**src/hw/rtl/abrq_pkg.sv**
```systemverilog
// Shared types, constants and helpers for the acknowledged batch ring queue.
// Used by abrq_front, abrq_cmd_fifo, abrq_back and the top level.
`default_nettype none

package abrq_pkg;

  localparam int QUEUE_DEPTH = 256;
  localparam int ENTRY_WIDTH = 64;
  localparam int ADDR_W      = $clog2(QUEUE_DEPTH);
  localparam int CNT_W       = $clog2(QUEUE_DEPTH + 1);
  localparam int SUM_W       = CNT_W + 1;

  localparam int LIMIT_W     = 7;
  localparam int PEND_W      = 7;
  localparam int CMP_W       = (CNT_W > LIMIT_W) ? CNT_W : LIMIT_W;
  localparam int LIMIT_CAP   = 64;
  localparam logic [LIMIT_W-1:0] LIMIT_RESET = LIMIT_W'(12);

  localparam int MODE_W      = 2;
  localparam int DATA_W      = 64;
  localparam int IDX_W       = 6;
  localparam int STATUS_W    = 3;
  localparam int LEVEL_W     = 9;

  localparam int IN_TDATA_W  = 72;
  localparam int OUT_FIELD_W = DATA_W + IDX_W + PEND_W + LEVEL_W;
  localparam int OUT_TDATA_W = 88;

  localparam int FIFO_DEPTH  = 4;
  localparam int FIFO_PTR_W  = $clog2(FIFO_DEPTH);
  localparam int FIFO_CNT_W  = $clog2(FIFO_DEPTH + 1);

  typedef enum logic [MODE_W-1:0] {
    MODE_PUSH    = 2'd0,
    MODE_REQUEST = 2'd1,
    MODE_ACK     = 2'd2,
    MODE_ABORT   = 2'd3
  } mode_t;

  typedef enum logic [STATUS_W-1:0] {
    ST_ENTRY = 3'd0,
    ST_NONE  = 3'd1,
    ST_PUSH  = 3'd2,
    ST_DROP  = 3'd3,
    ST_ACK   = 3'd4,
    ST_BUSY  = 3'd5
  } status_t;

  typedef enum logic [1:0] {
    CMD_SINGLE = 2'd0,
    CMD_PUSH   = 2'd1,
    CMD_BATCH  = 2'd2
  } cmd_kind_t;

  typedef enum logic {
    BK_IDLE  = 1'b0,
    BK_BATCH = 1'b1
  } back_state_t;

  // One unit of work handed from the front to the back.
  typedef struct packed {
    cmd_kind_t              kind;
    status_t                status;
    logic [ENTRY_WIDTH-1:0] data;
    logic [ADDR_W-1:0]      addr;
    logic [PEND_W-1:0]      size;
    logic [LEVEL_W-1:0]     level;
  } cmd_t;

  // Ring address plus offset, wrapped at the queue depth (offset <= depth).
  function automatic logic [ADDR_W-1:0] wrap_add(input logic [ADDR_W-1:0] a,
                                                 input logic [CNT_W-1:0]  n);
    logic [SUM_W-1:0] s;
    s = SUM_W'(a) + SUM_W'(n);
    if (s >= SUM_W'(QUEUE_DEPTH)) begin
      s = s - SUM_W'(QUEUE_DEPTH);
    end
    return ADDR_W'(s);
  endfunction

endpackage

`default_nettype wire

```
**src/hw/rtl/abrq_cmd_fifo.sv**
```systemverilog
// Short command queue between front and back, so either side can stall.
// Depends on abrq_pkg for the command type and depth.
`default_nettype none

module abrq_cmd_fifo
  import abrq_pkg::*;
(
  input  wire logic clk,
  input  wire logic rst,
  input  wire logic push_valid,
  output logic      push_ready,
  input  wire cmd_t push_cmd,
  output logic      pop_valid,
  input  wire logic pop_ready,
  output cmd_t      pop_cmd
);

  cmd_t                  slots [FIFO_DEPTH];
  logic [FIFO_PTR_W-1:0] wr_ptr, rd_ptr;
  logic [FIFO_CNT_W-1:0] fill;
  logic                  do_push, do_pop;

  assign push_ready = (fill != FIFO_CNT_W'(FIFO_DEPTH));
  assign pop_valid  = (fill != '0);
  assign pop_cmd    = slots[rd_ptr];
  assign do_push    = push_valid && push_ready;
  assign do_pop     = pop_valid && pop_ready;

  always_ff @(posedge clk) begin
    if (do_push) begin
      slots[wr_ptr] <= push_cmd;
    end
  end

  always_ff @(posedge clk) begin
    if (rst) begin
      wr_ptr <= '0;
      rd_ptr <= '0;
      fill   <= '0;
    end else begin
      if (do_push) begin
        wr_ptr <= wr_ptr + FIFO_PTR_W'(1);
      end
      if (do_pop) begin
        rd_ptr <= rd_ptr + FIFO_PTR_W'(1);
      end
      case ({do_push, do_pop})
        2'b10:   fill <= fill + FIFO_CNT_W'(1);
        2'b01:   fill <= fill - FIFO_CNT_W'(1);
        default: fill <= fill;
      endcase
    end
  end

endmodule

`default_nettype wire

```
**config.mk**
```make
export PLATFORM = sky130hd
export DESIGN_NAME = abrq_cmd_fifo
export DESIGN_NICKNAME = d
export VERILOG_FILES = /design/src/hw/rtl/abrq_pkg.sv /design/src/hw/rtl/abrq_cmd_fifo.sv
export SDC_FILE = /design/constraint.sdc
export NUM_CORES = 1
export LEC_CHECK = 0
export BUFFER_PORTS_ARGS = -buffer_cell sky130_fd_sc_hd__buf_2
export CAP_MARGIN = 20
export CORE_MARGIN = 4
export CORE_UTILIZATION = 51
export DETAILED_ROUTE_END_ITERATION = 8
export PLACE_DENSITY = 0.75
export SETUP_SLACK_MARGIN = 0.4
export SLEW_MARGIN = 25
export SYNTH_ARGS = -nofsm -noshare
export SYNTH_HDL_FRONTEND = slang
export SYNTH_SLANG_ARGS = --single-unit
```
**constraint.sdc**
```tcl
create_clock -name clk -period 3.7 [get_ports clk]
set_clock_uncertainty 0.05 [all_clocks]
set_input_delay 0.37 -clock clk [delete_from_list [all_inputs] [get_ports clk]]
set_output_delay 0.37 -clock clk [all_outputs]
set_load 0.01 [all_outputs]
```
======== After elaboration in Yosys (flattened, before gate mapping) ========
Memories as Yosys holds them, arrays and structs flattened. A register that Yosys moved wholly into a read port is not among the register bits.
Index checks and enable logic that the tools add are counted.
storage, ports and cells
  bits in registers ....................... 7
  RAM bits ................................ 372
  input port bits ......................... 97
  output and inout port bits .............. 95
  logic and storage cells ................. 20
  memories kept ........................... 1
operators by class
  add/subtract/negate cells ............... 4
  equal/unequal tests ..................... 3
  multiplexer cells ....................... 5
  reduce and logical (&&, ||, !) cells .... 4
memories
  memory  words  width  rd ports  clocked after memory_dff  wr ports  RTL line             text
  slots   4      93     1         1                         1         abrq_cmd_fifo.sv:18  cmd_t slots [FIFO_DEPTH];
operator list
  cell                                                                number
  3-bit case mux with 2 select lines                                  1
  2-bit by 1-bit adder with 2-bit output, second input constant       2
  2-bit two-way mux                                                   2
  3-bit by 1-bit adder with 3-bit output, second input constant       1
  3-bit inequality test, second input constant                        1
  3-bit nonzero test                                                  1
  3-bit by 1-bit subtractor with 3-bit output, second input constant  1
  2-bit by 1-bit == test with 1-bit output, second input constant     1
  2-bit == test, second input constant                                1
  1-bit logical AND                                                   2
  1-bit two-way mux                                                   2
  2-bit nonzero test                                                  1

======== Depth between registers and ports, before layout ========
  depth in word-level cells ............... 4
  mapped depth ............................ 9

======== Least setup slack after synthesis ========
No wires, ideal clock.
  path type ............................... register to register
  start ................................... reg fill[0]
  end ..................................... mem slots[2][0] (netlist name) (enable)
  library setup time ...................... 0.462 ns
  data arrival time ....................... 2.913 ns
  data required time ...................... 3.188 ns
  path slack .............................. 0.275 ns
  cell stages (with the launch flop) ...... 4
  period minus slack after synthesis ...... 3.425 ns
  cell sequence ........................... dfxtp_1 nor2_1 a21boi_2 and2_1
between the ends
  cells in the longest elaborated chain, start to end .. 4
ends and longest elaborated chain
  item                                     RTL line             text
  from (decl)                              abrq_cmd_fifo.sv:20  logic [FIFO_CNT_W-1:0] fill;
  from (signal assigned)                   abrq_cmd_fifo.sv:48  2'b10: fill <= fill + FIFO_CNT_W'(1);
  from (signal assigned)                   abrq_cmd_fifo.sv:49  2'b01: fill <= fill - FIFO_CNT_W'(1);
  from (signal assigned)                   abrq_cmd_fifo.sv:50  default: fill <= fill;
  3-bit inequality test                    abrq_cmd_fifo.sv:23  assign push_ready = (fill != FIFO_CNT_W'(FIFO_DEPTH));
  1-bit logical AND                        abrq_cmd_fifo.sv:26  assign do_push = push_valid && push_ready;
  1-bit two-way mux                        abrq_cmd_fifo.sv:30  if (do_push) begin
  1-bit two-way mux (not written as such)  abrq_cmd_fifo.sv:31  slots[wr_ptr] <= push_cmd;
  to (decl)                                abrq_cmd_fifo.sv:18
Every way passes these cells.

==> reports/results.txt <==
Critical Path Max Stage Delay: 0.61 ns
GRT met1 Usage: 22.9%
Synth area leaders: edfxtp_1, mux4_2, dfxtp_1
Worst-Skew Late Latency: 0.50 ns
Crit Reg-Reg Endpoint: slots[2][68]$_DFFE_PP_
first-pass GRT wire length: 41.1 mm
I/O pin cnt: 192
CTS H-tree depth: 2
number of global-route vias before repair: 7,055
nets@finish: 862
# hold bufs at CTS: 0
Crit-path slowest cell: mux4_2
remaining antenna violation count: 0
Final period util: 75.2%
max-cap check violation count: 0
CTS buffer count: 39
Reg clk slew, reported paths: 0.06 ns
Area Growth Syn to Fin: 19.0%
DR vias: 6,327
CTS tree: done
DRT Wirelength: 26.0 mm
Worst R2R Start: fill[1]$_SDFFE_PP0P_
met3 GRT Util: 4.37%
FFs w/ async S/R, synth: 0%
worst hold start: push_cmd[88]
Min-Delay Endpoint: slots[3][88]$_DFFE_PP_
worst hold path depth: 1
final setup vio count: 0
CP Class: reg2out
top cell type's share of synthesized area: 80.4%
Unique masters post-synth: 24
DRC: 0
Crit. End Element: output port
Placement Setup Slack: 1.32 ns
dpl hpwl: 16.1 mm
Max rail drop VDD: 578 uV
Final Util: 61.5%
Leak Pwr: 0.00553 uW
die footprint: 29,900 sq um
setup TNS: 0 ns
I/O Buffers: 191
worst endpoint data arrival time: 2.36 ns
Ys Warns: 0
DR pass1 iterations: 5
Rel. slew slack: 47.2%
RSZ-0062 raised after global routing: no
Post-CTS Resized: 0
grt total ovfl: 0
largest net degree at the start of global routing: 55
clock sinks: 381
dpl cells: 1,059
#FFs+latches synth: 381
Syn Nets: 640
outcome: finished, final reports clean
fmax: 0.359 GHz
syn avg cell area: 25.9 sq um
Period minus WS final: 2.78 ns
fraction of layout instances using a drive strength above 1: 45.0%
Core Region: 26,900 sq um
Synth area leader: edfxtp_1
M2 GR Usage: 30.7%
Post-synth EDFFs: 372
post-CTS setup buffers: 0
Cell Count, Final, Fillers Out: 1,128
CP Buf/Inv Count: 2
Post-synth top flop: edfxtp_1
cell family with most CP delay: buffers and inverters
Initial Util: 51.7%
initial antenna violation count: 6
# rows: 60
critical path cell sequence: buf_4 > mux4_2 > buf_2
Mapped Area: 13,900 sq um
Total GRT Usage: 17.6%
crit-path max FO: 30
iteration-0 DRC count of the detailed router: 448
Critical Path RT: 3.28 ns
CP Launch Type: register
Wirelength per Cell: 23.1 microns
fin worst setup slack: 0.918 ns
final slew viol count: 0
r2r setup slk: 1.29 ns
R2R cell count: 4
Final GP Congestion: 0.756
Most Crowded Layer GR: met2
Vias/cell: 5.61
Gate Count Post-Synth: 537
Worst Max-Slew Pin Slew: 0.792 ns
Power Dens Cells: 700 nW/um^2
clk buf depth: 3
DIE WIDTH: 173 microns
Die H: 173 microns
Hold Vio Cnt, Final: 0
hold crit path type: in2reg
clock root buffer: clkbuf_16
Seq/Total Area, Yosys: 81.7%
[stage by stage]
stage	power [uW]	hold slack [ns]	area (sq um)
CTS	11800	0.00854	16500
global placement	7950	0.440	15300
detailed placement	8040	0.459	15300
global route	12100	0.0124	16500
finish	11600	0.0272	16500
floorplan	7130	0.419	13900
[power breakdown]
group	leakage, uW	total, uW	internal, uW	switching [uW]
Combinational	0.00145	2500	1220	1280
Sequential	0.00349	5390	5210	181
Clock	0.000598	3690	2230	1450
Total	0.00553	11600	8660	2910
[layer usage]
layer	wire length (microns)	vias up
li1	-	2753
met1	10200	3299
met2	13600	223
met3	1760	42
met4	410	10
met5	81	-
[cell usage after synthesis, drive strengths merged, types with 2 or more instances]
cell type and n:
inv 6, or3 2, ha 5, a21oi 2, xor2 3, edfxtp 372, mux4 93, nand2b 2
clkbuf 3, dfxtp 9, and2 4, buf 18, nor2 9
[how the worst max path moves through the flow]
stage	to	cells after the start
2_1_floorplan	slots[0][0]$_DFFE_PP_	3
5_1_grt	pop_cmd[11]	3
4_1_cts	pop_cmd[15]	3
6_report	pop_cmd[11]	3
3_3_place_gp	slots[2][4]$_DFFE_PP_	4
3_5_place_dp	slots[2][92]$_DFFE_PP_	4
[placed cells by master (no fill, tap or decap)]
master and count:
edfxtp_1 372, buf_2 191, mux4_2 93, clkbuf_16 41, nor2_1 9, clkinv_1 9, clkbuf_1 8, dfxtp_1 7
inv_1 6, buf_12 6, ha_1 5, buf_4 5, and2_4 4, clkbuf_8 4, xor2_1 3, or3_1 2
a21oi_1 2, nand2b_1 2, dfxtp_4 2, clkinv_2 2, bufinv_16 2, diode_2 1, o31a_1 1, nand2_1 1
a21boi_2 1, mux2_2 1, xnor2_1 1, o311ai_0 1, mux2i_1 1, o21ai_0 1, fa_1 1, clkinvlp_4 1
inv_6 1
[area by class of cell]
class / instances / area (sq um)
diodes: 1 / 2.50
clock buffers: 53 / 1110
clock inverters: 15 / 120
fillers: 1864 / 10300
inverters: 6 / 22.5
multi-input cells: 129 / 2370
flip-flops and latches: 381 / 11400
well taps: 341 / 427
repair buffers: 202 / 1110
[cell families after synthesis]
logic type,after synthesis,synth area share (%)
flops,381,81.7
compound gates,6,0.315
buf+inv,27,1.29
simple gates,18,0.630
mux,95,15.2
fa+ha+maj,6,0.594
xor+xnor,4,0.252
[flip-flops by register name, summed over array words and instances (netlist names), named ones only]
| register | flops |
|---|---|
| wr_ptr | 2 |
| slots | 372 |
| fill | 3 |
| rd_ptr | 2 |
No activity file was read; power rests on OpenSTA's default activity.
