## src/hw/rtl/abrq_pkg.sv

```systemverilog
// Shared types, constants and helpers for the acknowledged batch ring queue.
// Used by abrq_front, abrq_cmd_fifo, abrq_back and the top level.
`default_nettype none

package abrq_pkg;

  localparam int QUEUE_DEPTH = 256;
  localparam int ENTRY_WIDTH = 64;
  localparam int ADDR_W      = $clog2(QUEUE_DEPTH);
  localparam int CNT_W       = $clog2(QUEUE_DEPTH + 1);
  localparam int SUM_W       = CNT_W + 1;

  localparam int LIMIT_W     = 7;
  localparam int PEND_W      = 7;
  localparam int CMP_W       = (CNT_W > LIMIT_W) ? CNT_W : LIMIT_W;
  localparam int LIMIT_CAP   = 64;
  localparam logic [LIMIT_W-1:0] LIMIT_RESET = LIMIT_W'(12);

  localparam int MODE_W      = 2;
  localparam int DATA_W      = 64;
  localparam int IDX_W       = 6;
  localparam int STATUS_W    = 3;
  localparam int LEVEL_W     = 9;

  localparam int IN_TDATA_W  = 72;
  localparam int OUT_FIELD_W = DATA_W + IDX_W + PEND_W + LEVEL_W;
  localparam int OUT_TDATA_W = 88;

  localparam int FIFO_DEPTH  = 4;
  localparam int FIFO_PTR_W  = $clog2(FIFO_DEPTH);
  localparam int FIFO_CNT_W  = $clog2(FIFO_DEPTH + 1);

  typedef enum logic [MODE_W-1:0] {
    MODE_PUSH    = 2'd0,
    MODE_REQUEST = 2'd1,
    MODE_ACK     = 2'd2,
    MODE_ABORT   = 2'd3
  } mode_t;

  typedef enum logic [STATUS_W-1:0] {
    ST_ENTRY = 3'd0,
    ST_NONE  = 3'd1,
    ST_PUSH  = 3'd2,
    ST_DROP  = 3'd3,
    ST_ACK   = 3'd4,
    ST_BUSY  = 3'd5
  } status_t;

  typedef enum logic [1:0] {
    CMD_SINGLE = 2'd0,
    CMD_PUSH   = 2'd1,
    CMD_BATCH  = 2'd2
  } cmd_kind_t;

  typedef enum logic {
    BK_IDLE  = 1'b0,
    BK_BATCH = 1'b1
  } back_state_t;

  // One unit of work handed from the front to the back.
  typedef struct packed {
    cmd_kind_t              kind;
    status_t                status;
    logic [ENTRY_WIDTH-1:0] data;
    logic [ADDR_W-1:0]      addr;
    logic [PEND_W-1:0]      size;
    logic [LEVEL_W-1:0]     level;
  } cmd_t;

  // Ring address plus offset, wrapped at the queue depth (offset <= depth).
  function automatic logic [ADDR_W-1:0] wrap_add(input logic [ADDR_W-1:0] a,
                                                 input logic [CNT_W-1:0]  n);
    logic [SUM_W-1:0] s;
    s = SUM_W'(a) + SUM_W'(n);
    if (s >= SUM_W'(QUEUE_DEPTH)) begin
      s = s - SUM_W'(QUEUE_DEPTH);
    end
    return ADDR_W'(s);
  endfunction

endpackage

`default_nettype wire

```

## src/hw/rtl/abrq_front.sv

```systemverilog
// Front end: accepts words, keeps head/count/pending bookkeeping and the
// batch limit, and issues one command per word. Depends on abrq_pkg.
`default_nettype none

module abrq_front
  import abrq_pkg::*;
(
  input  wire logic               clk,
  input  wire logic               rst,
  input  wire logic               in_valid,
  output logic                    in_ready,
  input  wire logic [MODE_W-1:0]  in_mode,
  input  wire logic [DATA_W-1:0]  in_data,
  input  wire logic               in_flush,
  input  wire logic               cfg_wen,
  input  wire logic [LIMIT_W-1:0] cfg_wdata,
  output logic                    cmd_valid,
  input  wire logic               cmd_ready,
  output cmd_t                    cmd
);

  logic [LIMIT_W-1:0] limit;
  logic [ADDR_W-1:0]  head, head_next;
  logic [CNT_W-1:0]   count, count_next;
  logic [PEND_W-1:0]  pending, pending_next;

  logic [LIMIT_W-1:0] eff_limit;
  logic [CMP_W-1:0]   ext_cnt, ext_lim, ext_pend, batch_n, ack_n;
  logic               full;
  logic               accept;

  assign accept    = in_valid && cmd_ready;
  assign in_ready  = cmd_ready;
  assign cmd_valid = in_valid;

  always_comb begin
    if (limit == '0) begin
      eff_limit = LIMIT_W'(1);
    end else if (limit > LIMIT_W'(LIMIT_CAP)) begin
      eff_limit = LIMIT_W'(LIMIT_CAP);
    end else begin
      eff_limit = limit;
    end
  end

  assign ext_cnt  = CMP_W'(count);
  assign ext_lim  = CMP_W'(eff_limit);
  assign ext_pend = CMP_W'(pending);
  assign batch_n  = (ext_cnt < ext_lim) ? ext_cnt : ext_lim;
  assign ack_n    = (ext_pend > ext_cnt) ? ext_cnt : ext_pend;
  assign full     = (count == CNT_W'(QUEUE_DEPTH));

  always_comb begin
    head_next    = head;
    count_next   = count;
    pending_next = pending;
    cmd.kind     = CMD_SINGLE;
    cmd.status   = ST_ACK;
    cmd.data     = in_data[ENTRY_WIDTH-1:0];
    cmd.addr     = head;
    cmd.size     = '0;
    case (mode_t'(in_mode))
      MODE_PUSH: begin
        cmd.kind = CMD_PUSH;
        if (full) begin
          // Drop the oldest: its slot takes the new word.
          head_next  = wrap_add(head, CNT_W'(1));
          cmd.status = ST_DROP;
          cmd.addr   = head;
        end else begin
          count_next = count + CNT_W'(1);
          cmd.status = ST_PUSH;
          cmd.addr   = wrap_add(head, count);
        end
      end
      MODE_REQUEST: begin
        if (pending != '0) begin
          cmd.status = ST_BUSY;
        end else if (ext_cnt >= ext_lim || (count != '0 && in_flush)) begin
          cmd.kind     = CMD_BATCH;
          cmd.status   = ST_ENTRY;
          cmd.size     = PEND_W'(batch_n);
          pending_next = PEND_W'(batch_n);
        end else begin
          cmd.status = ST_NONE;
        end
      end
      MODE_ACK: begin
        head_next    = wrap_add(head, CNT_W'(ack_n));
        count_next   = count - CNT_W'(ack_n);
        pending_next = '0;
      end
      MODE_ABORT: begin
        pending_next = '0;
      end
      default: begin
        pending_next = pending;
      end
    endcase
    cmd.level = LEVEL_W'(count_next);
  end

  always_ff @(posedge clk) begin
    if (rst) begin
      limit   <= LIMIT_RESET;
      head    <= '0;
      count   <= '0;
      pending <= '0;
    end else begin
      if (cfg_wen) begin
        limit <= cfg_wdata;
      end
      if (accept) begin
        head    <= head_next;
        count   <= count_next;
        pending <= pending_next;
      end
    end
  end

endmodule

`default_nettype wire

```

## config.mk

```make
export PLATFORM = sky130hd
export DESIGN_NAME = abrq_front
export DESIGN_NICKNAME = d
export VERILOG_FILES = /design/src/hw/rtl/abrq_pkg.sv /design/src/hw/rtl/abrq_front.sv
export SDC_FILE = /design/constraint.sdc
export NUM_CORES = 1
export LEC_CHECK = 0
export ABC_AREA = 1
export BUFFER_PORTS_ARGS = -buffer_cell sky130_fd_sc_hd__buf_2
export CAP_MARGIN = 20
export CORE_MARGIN = 2
export CORE_UTILIZATION = 42
export DETAILED_ROUTE_END_ITERATION = 8
export HOLD_SLACK_MARGIN = 0.06
export PLACE_DENSITY = 0.71
export SLEW_MARGIN = 5
export SYNTH_ARGS = -nofsm -noshare
export SYNTH_HDL_FRONTEND = slang
export SYNTH_SLANG_ARGS = --single-unit
```

## constraint.sdc

```tcl
create_clock -name clk -period 3.9 [get_ports clk]
set_input_delay 0.39 -clock clk [delete_from_list [all_inputs] [get_ports clk]]
set_output_delay 0.39 -clock clk [all_outputs]
set_load 0.005 [all_outputs]
```

# Word-level counts from Yosys, hierarchy flattened
# Index checks and enable logic that the tools add are counted.
[totals]
output_inout_bits = 95
register_bits = 31
[classes]
add_sub_neg = 8
order_cmp = 7
n_eq_ne = 7
muxes = 25
n_reduce_logical = 12
[op_table]
columns = ["op", "count"]
rows = [
  ["$mux W7", 8],
  ["$mux W8", 6],
  ["$sub A8 B1 Y8 const B", 3],
  ["$add A8 B9 Y10", 2],
  ["$ge A10 B9 Y1 const B", 2],
  ["$mux W9", 2],
  ["$pmux W9 S2", 1],
  ["$pmux W8 S2", 1],
  ["$pmux W7 S2", 1],
  ["$pmux W5 S2", 1],
  ["$add A8 B1 Y9 const B", 1],
  ["$add A9 B1 Y9 const B", 1],
  ["$eq A9 B9 Y1 const B", 1],
  ["$ge A9 B7 Y1", 1],
  ["$ge A9 B9 Y1 const B", 1],
  ["$gt A7 B9 Y1", 1],
  ["$lt A9 B7 Y1", 1],
  ["$reduce_bool A9 Y1", 1],
  ["$sub A9 B9 Y9", 1],
  ["$gt A7 B7 Y1 const B", 1],
  ["$logic_not A7 Y1", 1],
  ["$reduce_bool A7 Y1", 1],
  ["$ne A2 B2 Y1 const B", 3],
  ["$eq A2 B2 Y1 const B", 2],
  ["11 further kinds", 15],
]

# Depth between registers and ports, before layout
[logic_depth]
word_depth = 8
mapped_depth = 22
depth_no_buf = 21

# Worst setup path before layout
# OpenSTA, ideal clock, no wires.
[synth_path]
kind = "register to output"
start = "reg count[4]"
end = "out cmd[8] (netlist name)"
required_ns = 3.510
setup_slack_ns = 0.623
path_stages_with_launch = 19
arrival_time_ns = 2.887
cell_sequence = "dfxtp_1 > inv_1 > ha_1 > nand2_1 > o21a_1 > o21ai_0 > o21ai_2 > buf_2 > nand2_1 > o21ai_0 > ha_1 > fa_1 > inv_1 > nand2_1 > o211ai_1 > nand2_1 > nand3_1 > nand3_1 > a22oi_1"
[synth_lines]
columns = ["element", "line_no", "text"]
rows = [
  ["start, declared", "abrq_front.sv:24", "logic [CNT_W-1:0] count, count_next;"],
  ["start signal, assigned", "abrq_front.sv:115", "count <= count_next;"],
  ["end, declared", "abrq_front.sv:19", "output cmd_t cmd"],
]

==> impl_metrics.json <==
{
  "synth_cell_type_count": 35,
  "grt-ovfl-total": 0,
  "diodes": 0,
  "hold_viol": 0,
  "clock_latency_ns": 0.30,
  "dieArea_sq_mm": 0.00961,
  "p_sw_frac": 0.437,
  "yosys.area.top_type": "dfxtp_1",
  "yosysWarnings": 0,
  "highest_layer": "met4",
  "drc": 0,
  "wirelength_microns": 10400,
  "fin_crit_sh": 0.950,
  "met2_length_microns": 4740,
  "start_util": 0.430,
  "ant_nets": 0,
  "grt_max_degree": 18,
  "drv_cap": 0,
  "cts_inserted_buffers": 5,
  "postCtsHoldBufs": 0,
  "finalWeightedCongestion": 1.01,
  "grt_setup_unrepaired": "yes",
  "power.total_uw": 1300,
  "status": "completed",
  "worstSetupPathType": "flip-flop to output port",
  "avgRoutedWirePerCell_microns": 15.4,
  "netlist_instances": 573,
  "max_freq_mhz": 270,
  "p_leak_uw": 0.00194,
  "routed-wl-met3_microns": 781,
  "layout.cells.non_filler": 676,
  "wl_met1_microns": 4640,
  "synth_top_area_frac": 0.167,
  "p_clk_frac": 0.202,
  "portBuffers": 45,
  "dieHeight_microns": 98.0,
  "crit_arrival_ns": 3.31,
  "dp_cells": 661,
  "fin_setup_tns_ns": 0,
  "cts_tree": "built",
  "crit_fanout": 6,
  "gr-usage-all-layers": 0.211,
  "start_kind": "flip-flop",
  "grt_pass1_vias": 3431,
  "rows": 34,
  "clock_skew_ns": 0.0131,
  "finalSetupViolCount": 0,
  "cts_max_path_buffers": 2,
  "dp_hpwl_microns": 7930,
  "ioPinCount": 174,
  "hp-class": "primary input to flip-flop",
  "syn_nets": 692,
  "drive_gt1_frac": 0.197,
  "synth_area_sq_mm": 0.00371,
  "power_density_mw_per_mm2": 336,
  "crit_path_end_kind": "output port",
  "drv_slew": 0,
  "fin_hold_ws_ns": 0.315,
  "dr.pass1.iters": 5,
  "seq_area_frac_synth": 0.167,
  "slew_headroom": 0.619,
  "p_switching_uw": 567,
  "seqPwrFrac": 0.269,
  "ys_ff_latch": 31,
  "areaGrowthSynthToFinish_pct": 3.94,
  "core-area_sq_mm": 0.00864,
  "grt_pass1_wl_microns": 16600,
  "nNetsFinal": 686,
  "period_needed_ns": 3.70,
  "dieWidth_microns": 98.0,
  "htree_levels": 2,
  "vdd_drop_max_uv": 149,
  "cts_sinks": 31,
  "tightest_slew_ns": 0.571,
  "avgViaCountPerCell": 5.49,
  "drt-initial-drc-count": 233,
  "synthTopCellsByArea": "dfxtp_1 (17%), buf_4 (14%), ha_1 (12%)",
  "vias": 3713,
  "p_int_uw": 731,
  "worstPathRequired_ns": 3.51,
  "p_comb_frac": 0.529,
  "avgSynthCellArea_sq_um": 6.48,
  "cts.reportedPaths.clkPinSlew_ns": 0.08,
  "cts_root_buffer": "clkbuf_8",
  "antenna_found_initial": 0
}
## flip-flops by register name (all words and copies together) (netlist names)
register  cells
limit         7
pending       7
count         9
head          8
## Yosys cell counts, drive strengths merged
library cell,instances
nor3b,1
inv,60
a21oi,51
nand4,18
dfxtp,31
nor4,1
xnor2,2
nor3,3
nor2,61
fa,3
o21ai,40
nand2,125
xor2,7
nand3b,1
o221ai,1
o22ai,1
clkbuf,4
o21a,5
or2,4
ha,37
buf,71
clkinv,1
o211ai,5
a22oi,1
nand3,39
## power groups by stage
stage	clock network, uW	logic [uW]	registers (uW)
final	262	687	349
after global routing	279	770	352
after CTS	267	606	348
after detailed placement	0	586	355
after global placement	0	579	354
after floorplan	0	487	356
## through the flow
step,area (sq um),utilization,setup WS [ns]
final,3860,0.447,0.197
after global routing,3860,0.447,-0.0733
after CTS,3710,0.430,0.101
after detailed placement,3610,0.418,0.247
after global placement,3610,0.418,0.294
after floorplan,3710,-,0.623
## repair_timing
action                     4_1_cts  5_1_grt
cloned                           1        0
pin swaps                        1       11
gates resized for setup          3       28
setup endpoints to repair        2        7
buffers inserted                 2        4
## cell families (layout without fill, tap and decap cells)
logic type	Yosys count	after routing	synth area share
simple gates	253	253	0.310
buf+inv	136	130	0.207
compound gates	104	105	0.154
fa+ha+maj	40	40	0.141
flops	31	31	0.167
xor+xnor	9	9	0.0212
## worst max-delay path, stage by stage (launching register included)
cell	delay, ns
dfxtp_2	0.34
inv_2	0.08
ha_1	0.32
nand2_1	0.13
o21a_1	0.22
o21ai_4	0.22
o21ai_4	0.13
nand2_1	0.09
o21ai_0	0.08
ha_2	0.20
fa_2	0.36
inv_2	0.07
nand2_1	0.05
o211ai_1	0.10
nand2_1	0.14
nand3_2	0.07
nand3_1	0.09
a22oi_1	0.17
buf_2	0.14
## final cells by class
| cell class | instances | area [sq um] |
|---|---|---|
| flip-flops and latches | 31 | 628 |
| multi-input cells | 407 | 2440 |
| repair buffers | 61 | 345 |
| well taps | 108 | 135 |
| inverters | 61 | 231 |
| fillers | 902 | 4770 |
| clock inverters | 1 | 5.00 |
| clock buffers | 7 | 76.3 |
## placed cells by master, fill, tap and decap left out, drive strengths merged, types with 3 or more instances in the layout
cell / instances
dfxtp: 31
clkbuf: 7
fa: 3
o211ai: 5
or2: 4
nand4: 18
nor3: 3
xor2: 7
nand2: 125
inv: 60
buf: 61
ha: 37
a21oi: 51
nand3: 39
nor2: 61
o21ai: 41
o21a: 5
## worst paths after layout
kind	endpoint	cells after the start	startpoint	slack [ns]
max	cmd[8]	18	count[3]$_SDFFE_PP0P_	0.20
min	limit[2]$_SDFFE_PP1P_	3	cfg_wdata[2]	0.31
max reg2reg	head[6]$_SDFFE_PP0P_	17	count[3]$_SDFFE_PP0P_	0.72
min reg2reg	head[7]$_SDFFE_PP0P_	2	head[7]$_SDFFE_PP0P_	0.48
## per-layer routing
metal | vias up | global-route usage
met5 | - | 0
met4 | 0 | 0.0748
met3 | 40 | 0.0422
met2 | 181 | 0.340
met1 | 1668 | 0.281
li1 | 1824 | -
Power figures use the tool's default switching activity.
